==> src/rtl/sptrk_pkg.sv <==
// ----------------------------------------------------------------------------
// sptrk_pkg
// shared types and constants of the shape pair collision tracker
// ----------------------------------------------------------------------------
package sptrk_pkg;

  localparam int unsigned NUM_COLLIDERS_DEF = 64;
  localparam int unsigned ID_W              = 6;
  localparam int unsigned POS_W             = 16;
  localparam int unsigned SIZE_W            = 16;

  localparam logic KIND_RECT   = 1'b0;
  localparam logic KIND_CIRCLE = 1'b1;

  typedef enum logic [1:0] {
    EV_NONE  = 2'd0,
    EV_ENTER = 2'd1,
    EV_STAY  = 2'd2,
    EV_EXIT  = 2'd3
  } contact_e;

  typedef struct packed {
    logic [ID_W-1:0]   first_id;
    logic [ID_W-1:0]   second_id;
    logic              first_kind;
    logic              second_kind;
    logic [POS_W-1:0]  first_pos_x;
    logic [POS_W-1:0]  first_pos_y;
    logic [SIZE_W-1:0] first_width;
    logic [SIZE_W-1:0] first_height;
    logic [POS_W-1:0]  second_pos_x;
    logic [POS_W-1:0]  second_pos_y;
    logic [SIZE_W-1:0] second_width;
    logic [SIZE_W-1:0] second_height;
  } item_t;

  typedef struct packed {
    logic load;
    logic prep;
    logic diff;
    logic square;
    logic finish;
    logic clear;
  } cmd_t;

  typedef struct packed {
    logic out_free;
    logic clr_last;
  } sts_t;

endpackage

==> src/rtl/sptrk_ctrl.sv <==
// ----------------------------------------------------------------------------
// sptrk_ctrl
// sequencer: history clear after reset, then accept and step one pair
// ----------------------------------------------------------------------------
module sptrk_ctrl
  import sptrk_pkg::*;
(
  input  logic clk_i,
  input  logic rst_ni,
  input  logic in_valid_i,
  input  sts_t sts_i,
  output logic in_ready_o,
  output cmd_t cmd_o
);

  typedef enum logic [2:0] {
    S_CLEAR,
    S_IDLE,
    S_PREP,
    S_DIFF,
    S_SQUARE,
    S_FINISH
  } state_e;

  state_e state_q;

  assign in_ready_o = (state_q == S_IDLE);

  always_comb begin
    cmd_o        = '0;
    cmd_o.clear  = (state_q == S_CLEAR);
    cmd_o.load   = (state_q == S_IDLE) && in_valid_i;
    cmd_o.prep   = (state_q == S_PREP);
    cmd_o.diff   = (state_q == S_DIFF);
    cmd_o.square = (state_q == S_SQUARE);
    cmd_o.finish = (state_q == S_FINISH) && sts_i.out_free;
  end

  always_ff @(posedge clk_i or negedge rst_ni) begin
    if (!rst_ni) begin
      state_q <= S_CLEAR;
    end else begin
      unique case (state_q)
        S_CLEAR:  if (sts_i.clr_last) state_q <= S_IDLE;
        S_IDLE:   if (in_valid_i) state_q <= S_PREP;
        S_PREP:   state_q <= S_DIFF;
        S_DIFF:   state_q <= S_SQUARE;
        S_SQUARE: state_q <= S_FINISH;
        S_FINISH: if (sts_i.out_free) state_q <= S_IDLE;
        default:  state_q <= S_CLEAR;
      endcase
    end
  end

`ifndef SYNTHESIS
  a_cmd_onehot: assert property (@(posedge clk_i) disable iff (!rst_ni)
    $onehot0(cmd_o))
    else $error("more than one datapath command at once");

  a_finish_needs_room: assert property (@(posedge clk_i) disable iff (!rst_ni)
    cmd_o.finish |-> sts_i.out_free)
    else $error("result written over an untaken result");

  a_load_starts_item: assert property (@(posedge clk_i) disable iff (!rst_ni)
    cmd_o.load |=> (state_q == S_PREP))
    else $error("accepted pair did not enter setup");
`endif

endmodule

==> config.mk <==
export PLATFORM = sky130hd
export DESIGN_NAME = sptrk_ctrl
export DESIGN_NICKNAME = d
export VERILOG_FILES = /design/src/rtl/sptrk_pkg.sv /design/src/rtl/sptrk_ctrl.sv
export SDC_FILE = /design/constraint.sdc
export NUM_CORES = 1
export LEC_CHECK = 0
export BUFFER_PORTS_ARGS = -buffer_cell sky130_fd_sc_hd__buf_4
export CAP_MARGIN = 10
export CORE_AREA = 3 3 40 42
export CTS_CLUSTER_DIAMETER = 200
export DETAILED_ROUTE_END_ITERATION = 8
export DIE_AREA = 0 0 43 45
export HOLD_SLACK_MARGIN = 0.03
export PLACE_DENSITY = 0.36
export SYNTH_ARGS = -nofsm -noshare
export SYNTH_HDL_FRONTEND = slang
export SYNTH_SLANG_ARGS = --single-unit
==> constraint.sdc <==
create_clock -name clk_i -period 1.05 [get_ports clk_i]
set_input_delay 0.0525 -clock clk_i [delete_from_list [all_inputs] [get_ports clk_i]]
set_output_delay 0.0525 -clock clk_i [all_outputs]
set_load 0.01 [all_outputs]
==> qor.csv <==
stage;metric;value;unit
critical_path;regToRegStartpoint;state_q[1]$_DFFE_PN0P_;
pwr;largest_voltage_drop_on_the_vdd_net;0.0009320;V
global_route;grt_pass1_vias;228;
critical_path;critical_path_buf_inv_count;1;
sta;max_freq;782.0;MHz
global_route;use_met1;0.07299;
logic_synthesis;yosys_warning_total;0;
clocking;numCtsBuffers;3;
logic_synthesis;synthDistinctLibCells;16;
clocking;cts.sinks;3;
min_path;hold_path.class;input pin to flip-flop;
critical_path;slowest_library_cell_on_the_worst_path;dfrtp_1;
sta;grt_setup_unrepaired;true;
sta;final.setup_skew;0.001566;ns
finish;final_core_utilization;0.3535;
sta;layout_worst_path_cycle_share;1.218;
finish;final_layout_size_suffix_gt1_frac;0.7174;
floorplan;die_area;1935;sq um
sta;finalHoldViolCount;0;
global_route;globalRouteOverflowTotal;0;
floorplan;die_h;45;microns
clocking;clock_tree_from_tritoncts;yes;
critical_path;critical_path.top_delay_family;simple AND/OR/NAND/NOR gates;
critical_path;highest_net_fanout_along_the_worst_path;3;
finish;nNetsFinal;52;
finish;commonest_non_fill_non_tap_cell_in_the_layout;buf_4;
finish;most_frequent_cells_in_the_layout;12 x buf_4, 7 x buf_6, 3 x a21oi_1, 3 x clkbuf_4;
logic_synthesis;synth_top_cell_area_share;0.3659;
drt;vias;243;
sta;final-setup-viol-count;10;
placed_design;dpl.hpwl;408.1;microns
placed_design;gp_routability_congestion;0.6404;
critical_path;critical_path.max_stage_delay;0.38;ns
logic_synthesis;syn-num-nets;28;
floorplan;std_cell_rows;13;
logic_synthesis;synth.cell_area;205.2;sq um
finish;layoutNonFillerInstCount;61;
global_route;grt.total_usage;0.07185;
clocking;cts-htree-levels;1;
logic_synthesis;synthCells;23;
drt;drt-wirelength-per-cell;9.164;microns
clocking;clk_transition_reported_paths;0.04;ns
run_status;failed_checks;negative setup slack;
job;max_cap_viol_count;0;
critical_path;worst_setup_path_start_kind;flip-flop;
critical_path;critPathRequiredTime;1.00;ns
min_path;hp-start;sts_i[0];
pwr;power_per_cell_area;2872;nW/um^2
global_route;number_of_antenna_violations_at_the_first_check_in_global_routing;0;
placed_design;io_buffer_count;11;
floorplan;starting_density_of_the_core;0.1597;
sta;final-max-slew-violation-count;0;
global_route;grt_busiest_layer;met4;
finish;largest_register_ff_count;3;
pwr;leakagePower;0.2206;nW
logic_synthesis;postSynthAreaPerCell;8.922;sq um
finish;largest_regs;state_q: 3 flops;
global_route;global_route.usage.met2;0.1018;
critical_path;critical_path_arrival;1.23;ns
finish;synthToLayoutAreaGrowth;121.3;%
sta;worst_slack;-0.2288;ns
logic_synthesis;synth.top_cells.by_area;dfrtp_1 37%, a21oi_1 7.3%, nor2b_4 6.7%;
critical_path;criticalPathCategory;flip-flop to output pin;
placed_design;post-place-ws;0.01011;ns
finish;stdcell_area;454.2;sq um
global_route;maximum_number_of_pins_on_one_net_before_global_route_repair;11;
run_status;run_status;finished with violations;
floorplan;die_width;43;microns
sta;worst_slew_margin_rel;0.8438;
clocking;max-clock-path-buffers;2;
logic_synthesis;yosysSeqAreaShare;0.3659;
global_route;gr-usage-met3;0.01594;
drt;vias_per_cell;3.984;
sta;worst_slew_pin_slew;0.2343;ns
drt;drt_iter0_markers;1;
floorplan;placeableCoreArea;1285;sq um
drt;drtAntennaViolNets;0;
finish;top_register;state_q;
floorplan;top_level_ports;12;
placed_design;placed_cells_incl_taps;51;
logic_synthesis;cell_taking_the_most_area_after_synthesis;dfrtp_1;
clocking;root_buffer;clkbuf_4;
drt;drtPass1Iterations;2;
placed_design;placement.cell_area;326.6;sq um
critical_path;crit_path_end_kind;output pin;
logic_synthesis;yosys_register_bits;3;
critical_path;timing.critical_path.from;state_q[1]$_DFFE_PN0P_;
clocking;clock_latency;0.23;ns
finish;antennaDiodeCount;0;
drt;detail_route.wirelength;559;microns
global_route;grt_pass1_wl;917;microns
sta;finalWorstPathRequiredPeriod;1.279;ns
drt;detail_route.drc_violations;0;
critical_path;critical_path.cell_chain;and2b_2 > nor2b_4 > and2_4 > buf_6;
synthesized netlist by cell type:
| library cell | number |
|---|---|
| nor3b_1 | 1 |
| and2b_1 | 1 |
| nand2_1 | 1 |
| nor3_1 | 2 |
| and2b_2 | 1 |
| and3_2 | 1 |
| nand2b_1 | 1 |
| nor3b_2 | 1 |
| a21oi_1 | 3 |
| nor2b_4 | 1 |
| dfrtp_1 | 3 |
| a31o_1 | 1 |
| inv_1 | 2 |
| buf_4 | 1 |
| and2_1 | 1 |
| nor2_1 | 2 |
report_power, final:
part / internal (W) / switching [W]
combinational: 0.000543 / 0.000318
clock: 0.000142 / 0.0000599
sequential: 0.000168 / 0.0000738
per-layer routing:
metal | wire length [microns] | vias up | share of wire
met5 | 0 | - | 0
met4 | 23 | 0 | 0.041
met3 | 48 | 4 | 0.086
met2 | 269 | 10 | 0.48
met1 | 217 | 106 | 0.39
li1 | - | 123 | -
final cells by class:
class	instances	area, sq um
Timing Repair Buffer	20	178.9
Fill cell	137	830.8
Tap cell	15	18.77
Inverter	2	10.01
Multi-Input combinational cell	17	143.9
Sequential cell	3	76.32
Clock buffer	4	26.28
tightest hold or removal path, cell delays in order:
cell     delay, ns
buf_4         0.11
inv_1         0.04
a21oi_1       0.05
repair_timing:
action	CTS	global route
pin swaps	4	4
endpoints found under the setup margin	7	10
gates resized for setup	12	5
hold buffers	1	0
hold endpoints to repair	3	0
buffers inserted	4	2
final timing paths:
check / endpoint / slack [ns] / cells after the start
max in group asynchronous: state_q[2]$_DFFE_PN0P_ / 0.80 / 2
setup / recovery: cmd_o[5] / -0.23 / 4
hold / removal: state_q[0]$_DFFE_PN0P_ / 0.06 / 3
setup reg to reg: state_q[2]$_DFFE_PN0P_ / -0.11 / 6
hold reg to reg: state_q[1]$_DFFE_PN0P_ / 0.62 / 1
min in group asynchronous: state_q[1]$_DFFE_PN0P_ / 0.15 / 2
per-stage QoR:
step	total power, W	hold slack [ns]	setup TNS (ns)
2_1_floorplan	0.0005525	-0.2431	0
3_3_place_gp	0.0008169	-0.1560	0
3_5_place_dp	0.0008119	-0.1552	0
4_1_cts	0.001265	0.05133	-1.402
5_1_grt	0.001402	0.07396	-1.879
6_report	0.001304	0.05857	-1.397
logic make-up after synthesis:
logic type	synth area share
simple gates	0.4452
compound gates	0.1158
flops	0.3658
buf+inv	0.07320
Note: power is estimated with default switching activity, not from simulation.
