===== config.mk =====
export PLATFORM = sky130hd
export DESIGN_NAME = sptrk_dp
export DESIGN_NICKNAME = d
export VERILOG_FILES = /design/src/rtl/sptrk_pkg.sv /design/src/rtl/sptrk_dp.sv
export SDC_FILE = /design/constraint.sdc
export NUM_CORES = 2
export LEC_CHECK = 0
export BUFFER_PORTS_ARGS = -buffer_cell sky130_fd_sc_hd__buf_2
export CORE_MARGIN = 2
export CORE_UTILIZATION = 60
export CTS_BUF_LIST = sky130_fd_sc_hd__clkbuf_16
export CTS_CLUSTER_DIAMETER = 120
export DETAILED_ROUTE_END_ITERATION = 8
export PLACE_DENSITY = 0.8
export SYNTH_ARGS = -nofsm -noshare
export SYNTH_HDL_FRONTEND = slang
export SYNTH_SLANG_ARGS = --single-unit

===== constraint.sdc =====
create_clock -name clk_i -period 6.9 [get_ports clk_i]
set_input_delay 1.035 -clock clk_i [delete_from_list [all_inputs] [get_ports clk_i]]
set_output_delay 1.035 -clock clk_i [all_outputs]
set_load 0.05 [all_outputs]

===== src/rtl/sptrk_pkg.sv =====
// ----------------------------------------------------------------------------
// sptrk_pkg
// shared types and constants of the shape pair collision tracker
// ----------------------------------------------------------------------------
package sptrk_pkg;

  localparam int unsigned NUM_COLLIDERS_DEF = 64;
  localparam int unsigned ID_W              = 6;
  localparam int unsigned POS_W             = 16;
  localparam int unsigned SIZE_W            = 16;

  localparam logic KIND_RECT   = 1'b0;
  localparam logic KIND_CIRCLE = 1'b1;

  typedef enum logic [1:0] {
    EV_NONE  = 2'd0,
    EV_ENTER = 2'd1,
    EV_STAY  = 2'd2,
    EV_EXIT  = 2'd3
  } contact_e;

  typedef struct packed {
    logic [ID_W-1:0]   first_id;
    logic [ID_W-1:0]   second_id;
    logic              first_kind;
    logic              second_kind;
    logic [POS_W-1:0]  first_pos_x;
    logic [POS_W-1:0]  first_pos_y;
    logic [SIZE_W-1:0] first_width;
    logic [SIZE_W-1:0] first_height;
    logic [POS_W-1:0]  second_pos_x;
    logic [POS_W-1:0]  second_pos_y;
    logic [SIZE_W-1:0] second_width;
    logic [SIZE_W-1:0] second_height;
  } item_t;

  typedef struct packed {
    logic load;
    logic prep;
    logic diff;
    logic square;
    logic finish;
    logic clear;
  } cmd_t;

  typedef struct packed {
    logic out_free;
    logic clr_last;
  } sts_t;

endpackage


===== src/rtl/sptrk_dp.sv =====
// ----------------------------------------------------------------------------
// sptrk_dp
// overlap datapath: edge setup, clamp and difference, squares, compare
// ----------------------------------------------------------------------------
module sptrk_dp
  import sptrk_pkg::*;
(
  input  logic       clk_i,
  input  logic       rst_ni,
  input  cmd_t       cmd_i,
  input  item_t      item_i,
  input  logic       was_i,
  input  logic       out_ready_i,
  output logic       hit_o,
  output logic       out_free_o,
  output logic       out_valid_o,
  output logic       overlap_o,
  output logic [1:0] event_o
);

  item_t              item_q;
  logic signed [17:0] p1x, p1y, p2x, p2y, w1, h1, w2, h2;
  logic signed [17:0] cx, cy, cw, rx, ry, rw, rh;
  logic signed [17:0] ddx, ddy, adx, ady;
  logic               both_rect, both_circle;
  logic               rr_hit_d;

  logic               rr_q, cc_q, rr_hit_q;
  logic signed [17:0] u_x_q, u_y_q, lo_x_q, lo_y_q, hi_x_q, hi_y_q;
  logic [16:0]        rad_q;

  logic signed [18:0] ux, uy, lx, ly, hx, hy;
  logic signed [18:0] dx_d, dy_d, dx_q, dy_q;

  logic signed [37:0] sqx_d, sqy_d;
  logic [37:0]        sqx_q, sqy_q;
  logic [33:0]        r2_q;
  logic [38:0]        dist2;

  logic               out_valid_q, overlap_q;
  contact_e           ev_d, ev_q;

  always_ff @(posedge clk_i) begin
    if (cmd_i.load) begin
      item_q <= item_i;
    end
  end

  // positions doubled so every half size is exact
  assign p1x = {item_q.first_pos_x[15], item_q.first_pos_x, 1'b0};
  assign p1y = {item_q.first_pos_y[15], item_q.first_pos_y, 1'b0};
  assign p2x = {item_q.second_pos_x[15], item_q.second_pos_x, 1'b0};
  assign p2y = {item_q.second_pos_y[15], item_q.second_pos_y, 1'b0};
  assign w1  = {2'b00, item_q.first_width};
  assign h1  = {2'b00, item_q.first_height};
  assign w2  = {2'b00, item_q.second_width};
  assign h2  = {2'b00, item_q.second_height};

  assign both_rect   = (item_q.first_kind == KIND_RECT) && (item_q.second_kind == KIND_RECT);
  assign both_circle = (item_q.first_kind == KIND_CIRCLE) &&
                       (item_q.second_kind == KIND_CIRCLE);

  // circle against rectangle: pick which side is the circle
  always_comb begin
    if (item_q.first_kind == KIND_CIRCLE) begin
      cx = p1x; cy = p1y; cw = w1;
      rx = p2x; ry = p2y; rw = w2; rh = h2;
    end else begin
      cx = p2x; cy = p2y; cw = w2;
      rx = p1x; ry = p1y; rw = w1; rh = h1;
    end
  end

  assign ddx = p1x - p2x;
  assign ddy = p1y - p2y;
  assign adx = ddx[17] ? -ddx : ddx;
  assign ady = ddy[17] ? -ddy : ddy;
  assign rr_hit_d = (unsigned'(adx) < unsigned'(w1 + w2)) &&
                    (unsigned'(ady) < unsigned'(h1 + h2));

  always_ff @(posedge clk_i) begin
    if (cmd_i.prep) begin
      rr_q     <= both_rect;
      cc_q     <= both_circle;
      rr_hit_q <= rr_hit_d;
      if (both_circle) begin
        u_x_q  <= p1x - w1;
        u_y_q  <= p1y - h1;
        lo_x_q <= p2x - w2;
        lo_y_q <= p2y - h2;
        hi_x_q <= p2x - w2;
        hi_y_q <= p2y - h2;
        rad_q  <= 17'(w1 + w2);
      end else begin
        u_x_q  <= cx;
        u_y_q  <= cy;
        lo_x_q <= rx - rw;
        lo_y_q <= ry - rh;
        hi_x_q <= rx + rw;
        hi_y_q <= ry + rh;
        rad_q  <= 17'(cw);
      end
    end
  end

  assign ux = {u_x_q[17], u_x_q};
  assign uy = {u_y_q[17], u_y_q};
  assign lx = {lo_x_q[17], lo_x_q};
  assign ly = {lo_y_q[17], lo_y_q};
  assign hx = {hi_x_q[17], hi_x_q};
  assign hy = {hi_y_q[17], hi_y_q};

  // distance to the clamped point, or between shifted circle points
  always_comb begin
    if (cc_q) begin
      dx_d = ux - lx;
      dy_d = uy - ly;
    end else begin
      dx_d = (ux > hx) ? ux - hx : ((ux < lx) ? ux - lx : '0);
      dy_d = (uy > hy) ? uy - hy : ((uy < ly) ? uy - ly : '0);
    end
  end

  always_ff @(posedge clk_i) begin
    if (cmd_i.diff) begin
      dx_q <= dx_d;
      dy_q <= dy_d;
    end
  end

  assign sqx_d = dx_q * dx_q;
  assign sqy_d = dy_q * dy_q;

  always_ff @(posedge clk_i) begin
    if (cmd_i.square) begin
      sqx_q <= unsigned'(sqx_d);
      sqy_q <= unsigned'(sqy_d);
      r2_q  <= rad_q * rad_q;
    end
  end

  assign dist2 = {1'b0, sqx_q} + {1'b0, sqy_q};
  assign hit_o = rr_q ? rr_hit_q : (dist2 <= {5'b0, r2_q});

  always_comb begin
    if (was_i) begin
      ev_d = hit_o ? EV_STAY : EV_EXIT;
    end else begin
      ev_d = hit_o ? EV_ENTER : EV_NONE;
    end
  end

  always_ff @(posedge clk_i or negedge rst_ni) begin
    if (!rst_ni) begin
      out_valid_q <= 1'b0;
    end else if (cmd_i.finish) begin
      out_valid_q <= 1'b1;
    end else if (out_ready_i) begin
      out_valid_q <= 1'b0;
    end
  end

  always_ff @(posedge clk_i) begin
    if (cmd_i.finish) begin
      overlap_q <= hit_o;
      ev_q      <= ev_d;
    end
  end

  assign out_free_o  = !out_valid_q || out_ready_i;
  assign out_valid_o = out_valid_q;
  assign overlap_o   = overlap_q;
  assign event_o     = ev_q;

`ifndef SYNTHESIS
  a_event_matches_overlap: assert property (@(posedge clk_i) disable iff (!rst_ni)
    out_valid_q |-> (overlap_q == ((ev_q == EV_ENTER) || (ev_q == EV_STAY))))
    else $error("contact event disagrees with overlap");

  a_valid_from_finish: assert property (@(posedge clk_i) disable iff (!rst_ni)
    $rose(out_valid_q) |-> $past(cmd_i.finish))
    else $error("result appeared without a finish step");

  a_finish_sets_valid: assert property (@(posedge clk_i) disable iff (!rst_ni)
    cmd_i.finish |=> out_valid_q)
    else $error("finish step did not present a result");
`endif

endmodule


==> metrics.md <==
| Metric | Value |
|---|---|
| Row count | `118` |
| Routability cong. | `0.9651` |
| Final setup margin | `-0.08782 ns` |
| Final antenna-violating net count | `0` |
| Max frequency | `143.1 MHz` |
| Slew Viols, Final | `0` |
| WL per Instance | `18.10 um` |
| Drt via density | `5.635` |
| Outcome | `finished, violations left` |
| Worst endpoint data arrival time | `7.44 ns` |
| Worst setup SP type | `flop` |
| Fillers | `7794` |
| Core box area | `103600 sq um` |
| Critical path's largest stage delay | `0.55 ns` |
| Crit-path leading delay family | `adder cells` |
| #FFs+latches synth | `405` |
| Initial antenna violation count | `1` |
| Hold Fails Final Rpt | `0` |
| Detailed placement HPWL | `122.9 mm` |
| GRT Residual Overflow | `0` |
| Post-route DRC | `0` |
| Critical path buffers and inverters | `6` |
| Syn_nets | `8314` |
| Die ar. | `107100 sq um` |
| Share of cells above drive strength 1 | `10.87%` |
| Library cells used by synthesis | `87` |
| Max Clock Skew | `0.02453 ns` |
| Buffers on Ports | `144` |
| TritonRoute pass-1 iters | `6` |
| Post-synthesis sequential area ratio | `19.38%` |
| Vias in the first global route | `49.69k` |
| Commonest non-fill, non-tap cell in the layout | `inv_1` |
| Most frequent cells in the layout | `inv_1, fa_1, ha_1, nand2_1, edfxtp_1` |
| Max_slew headroom | `22.28%` |
| Crit Path Category | `reg2reg` |
| Total Routing Usage GR | `28.17%` |
| Worst hold path class | `in2async` |
| Setup Viol. Count Final | `1` |
| Final TNS setup | `-0.08782 ns` |
| Initial core utilization | `60.51%` |
| Hold-fix buffers, CTS | `0` |
| Post-synthesis mux area share | `1.315%` |
| RSZ-0062 raised after global routing | `yes` |
| Num CTS Buffers | `46` |
| CP required | `7.35 ns` |
| Die Width | `327.3 um` |
| Final Critical Period | `6.988 ns` |
| H-tree Lvls | `2` |
| Number of DRC markers in iteration 0 | `3135` |
| Die height | `327.3 um` |
| Synth async-reset ratio | `0.2469%` |
| Simple-gate share of the synthesized area | `10.75%` |
| Mapped Cells | `6569` |
| Largest fanout on the critical path | `7` |
| Main synth FF type | `edfxtp_1` |
| Clock Sinks | `405` |
| Total number of vias | `46.82k` |
| Area Growth Syn to Fin | `10.84%` |
| Tightest Pin Transition | `1.163 ns` |
| Most frequent cell on the critical path | `fa_1` |
| Synth Area in Compound Gates | `11.40%` |
| Syn Std Cell Area | `62720 sq um` |
| Failing checks | `setup timing` |
| Largest net degree at the start of global routing | `197` |
| CTS tree | `done` |
| First-pass GRT wire length | `242.9 mm` |
| Number of flops mapped to enable cells by yosys | `404` |
| Clock latency on the worst-skew pair | `0.63 ns` |
| Synthesized area per cell | `9.548 sq um` |
| Number of I/O pins | `158` |
| Maximum clock path buffer count | `3` |
| Post-synthesis xor/xnor area fraction | `5.608%` |
| Slowest stage cell, crit path | `fa_1` |
| Post-synthesis adder-cell area fraction | `42.15%` |
| Fin crit share | `101.3%` |
| WL final | `150.4 mm` |
| Yosys warns | `0` |
| Final nets | `8639` |
| Clk root buf | `clkbuf_16` |
| Crit. End Element | `flop` |
| Largest family of logic cells by synthesized area | `adder cells` |
| Antenna Cells | `0` |
| Post-layout util | `67.07%` |
| Max Cap Viol | `0` |
| Worst-path clk slew | `0.07 ns` |
## final cells by class
class	count	area, sq um	area share [%]
clock buffer	46	1151	1.656
timing repair buffer	436	3219	4.631
multi-input combinational	4595	45520	65.48
inverter	1410	5296	7.619
tap	1380	1727	2.484
clock inverter	38	446.7	0.6425
sequential	405	12160	17.49
## final timing paths
check	start	end	slack, ns	depth (start not counted)
setup reg to reg	dy_q[4]	sqy_q[35]	-0.09	26
max in group asynchronous	rst_ni	out_valid_o	6.64	1
min in group clk_i	out_valid_o	out_valid_o	0.52	2
hold / removal	rst_ni	out_valid_o	0.18	1
setup / recovery	dy_q[4]	sqy_q[35]	-0.09	26
hold reg to reg	out_valid_o	out_valid_o	0.52	2
## stage by stage
step                      worst slack, ns  instances  area (sq um)  hold slack (ns)
after detailed placement          -0.2368       8155         66370           0.5104
after global placement            -0.1727       8155         66370           0.4844
after global routing              -0.2222       8310         69520           0.1630
after floorplan                   0.01278       6569         62730           0.5260
final                            -0.08782       8310         69520           0.1764
after CTS                        -0.02497       8270         68520           0.1366
## state kept, by name (all words and copies together), names as in the netlist
signal       flops
sqx_q           37
overlap_o        1
dy_q            19
hi_x_q          17
u_x_q           18
dx_q            19
out_valid_o      1
item_q          98
r2_q            33
u_y_q           18
rr_hit_q         1
rr_q             1
h1              16
hi_y_q          17
event_o          2
lo_x_q          18
lo_y_q          18
sqy_q           37
rad_q           17
cc_q             1
h2              16
## synthesized netlist by cell type (9+ instances only)
library cell,n,share of area [%]
nand2_1,503,3.0
a211o_1,12,0.17
edfxtp_1,404,19
nor4_1,9,0.090
o211ai_1,20,0.24
a31oi_1,41,0.41
nor2_1,296,1.8
mux2i_1,43,0.69
inv_1,1408,8.4
o31ai_1,29,0.35
a21o_1,131,1.6
ha_1,727,15
or3_1,23,0.23
and3_1,37,0.37
fa_1,866,28
nand3_1,86,0.69
nand2b_1,60,0.60
nor2b_1,89,0.89
or2_2,22,0.22
clkbuf_1,142,0.85
and2_1,162,1.6
a31o_2,17,0.24
nor3_1,70,0.56
o21ai_1,9,0.072
o21ai_0,214,1.7
xnor2_1,289,4.0
buf_1,13,0.078
a211oi_1,27,0.32
o21a_1,86,1.0
a21oi_1,328,2.6
xor2_1,110,1.5
o21bai_1,55,0.66
mux2_2,35,0.63
nand4_1,33,0.33
a21boi_0,24,0.29
## routing by layer
| metal | track usage, % | vias to the layer above | share of wire, % |
|---|---|---|---|
| met2 | 48.89 | 1472 | 49 |
| met3 | 2.846 | 404 | 5.4 |
| li1 | - | 21940 | - |
| met4 | 12.32 | 0 | 5.0 |
| met5 | 0 | - | 0 |
| met1 | 35.92 | 23010 | 40 |
## logic make-up (layout without fill, tap and decap cells)
| logic type | count (synthesis) | in the layout |
|---|---|---|
| AO/OA/AOI/OAI | 1105 | 1105 |
| XOR/XNOR | 400 | 400 |
| multiplexers | 78 | 78 |
| buffers and inverters | 1569 | 1930 |
| flip-flops | 405 | 405 |
| adder cells (fa/ha/maj) | 1593 | 1593 |
| AND/OR/NAND/NOR | 1419 | 1419 |
## worst register-to-register path, delay by kind of cell, from the launching register on
kind / cells / cell delay, ns
AOI/OAI and AO/OA: 6 / 1.15
muxes: 1 / 0.19
DFF: 1 / 0.43
buffers and inverters: 6 / 0.55
adders and majority gates: 8 / 3.32
and+or+nand+nor: 5 / 1.17
## repair_timing
item                       4_1_cts  5_1_grt
setup endpoints to repair       16       24
buffers inserted                30       41
resized for setup               65      149
cloned                           1        0
pin swaps                       38       94
Power is left out: the tool's default activity adds up to more than one toggle a clock period on the data nets, which glitch-free logic cannot reach.
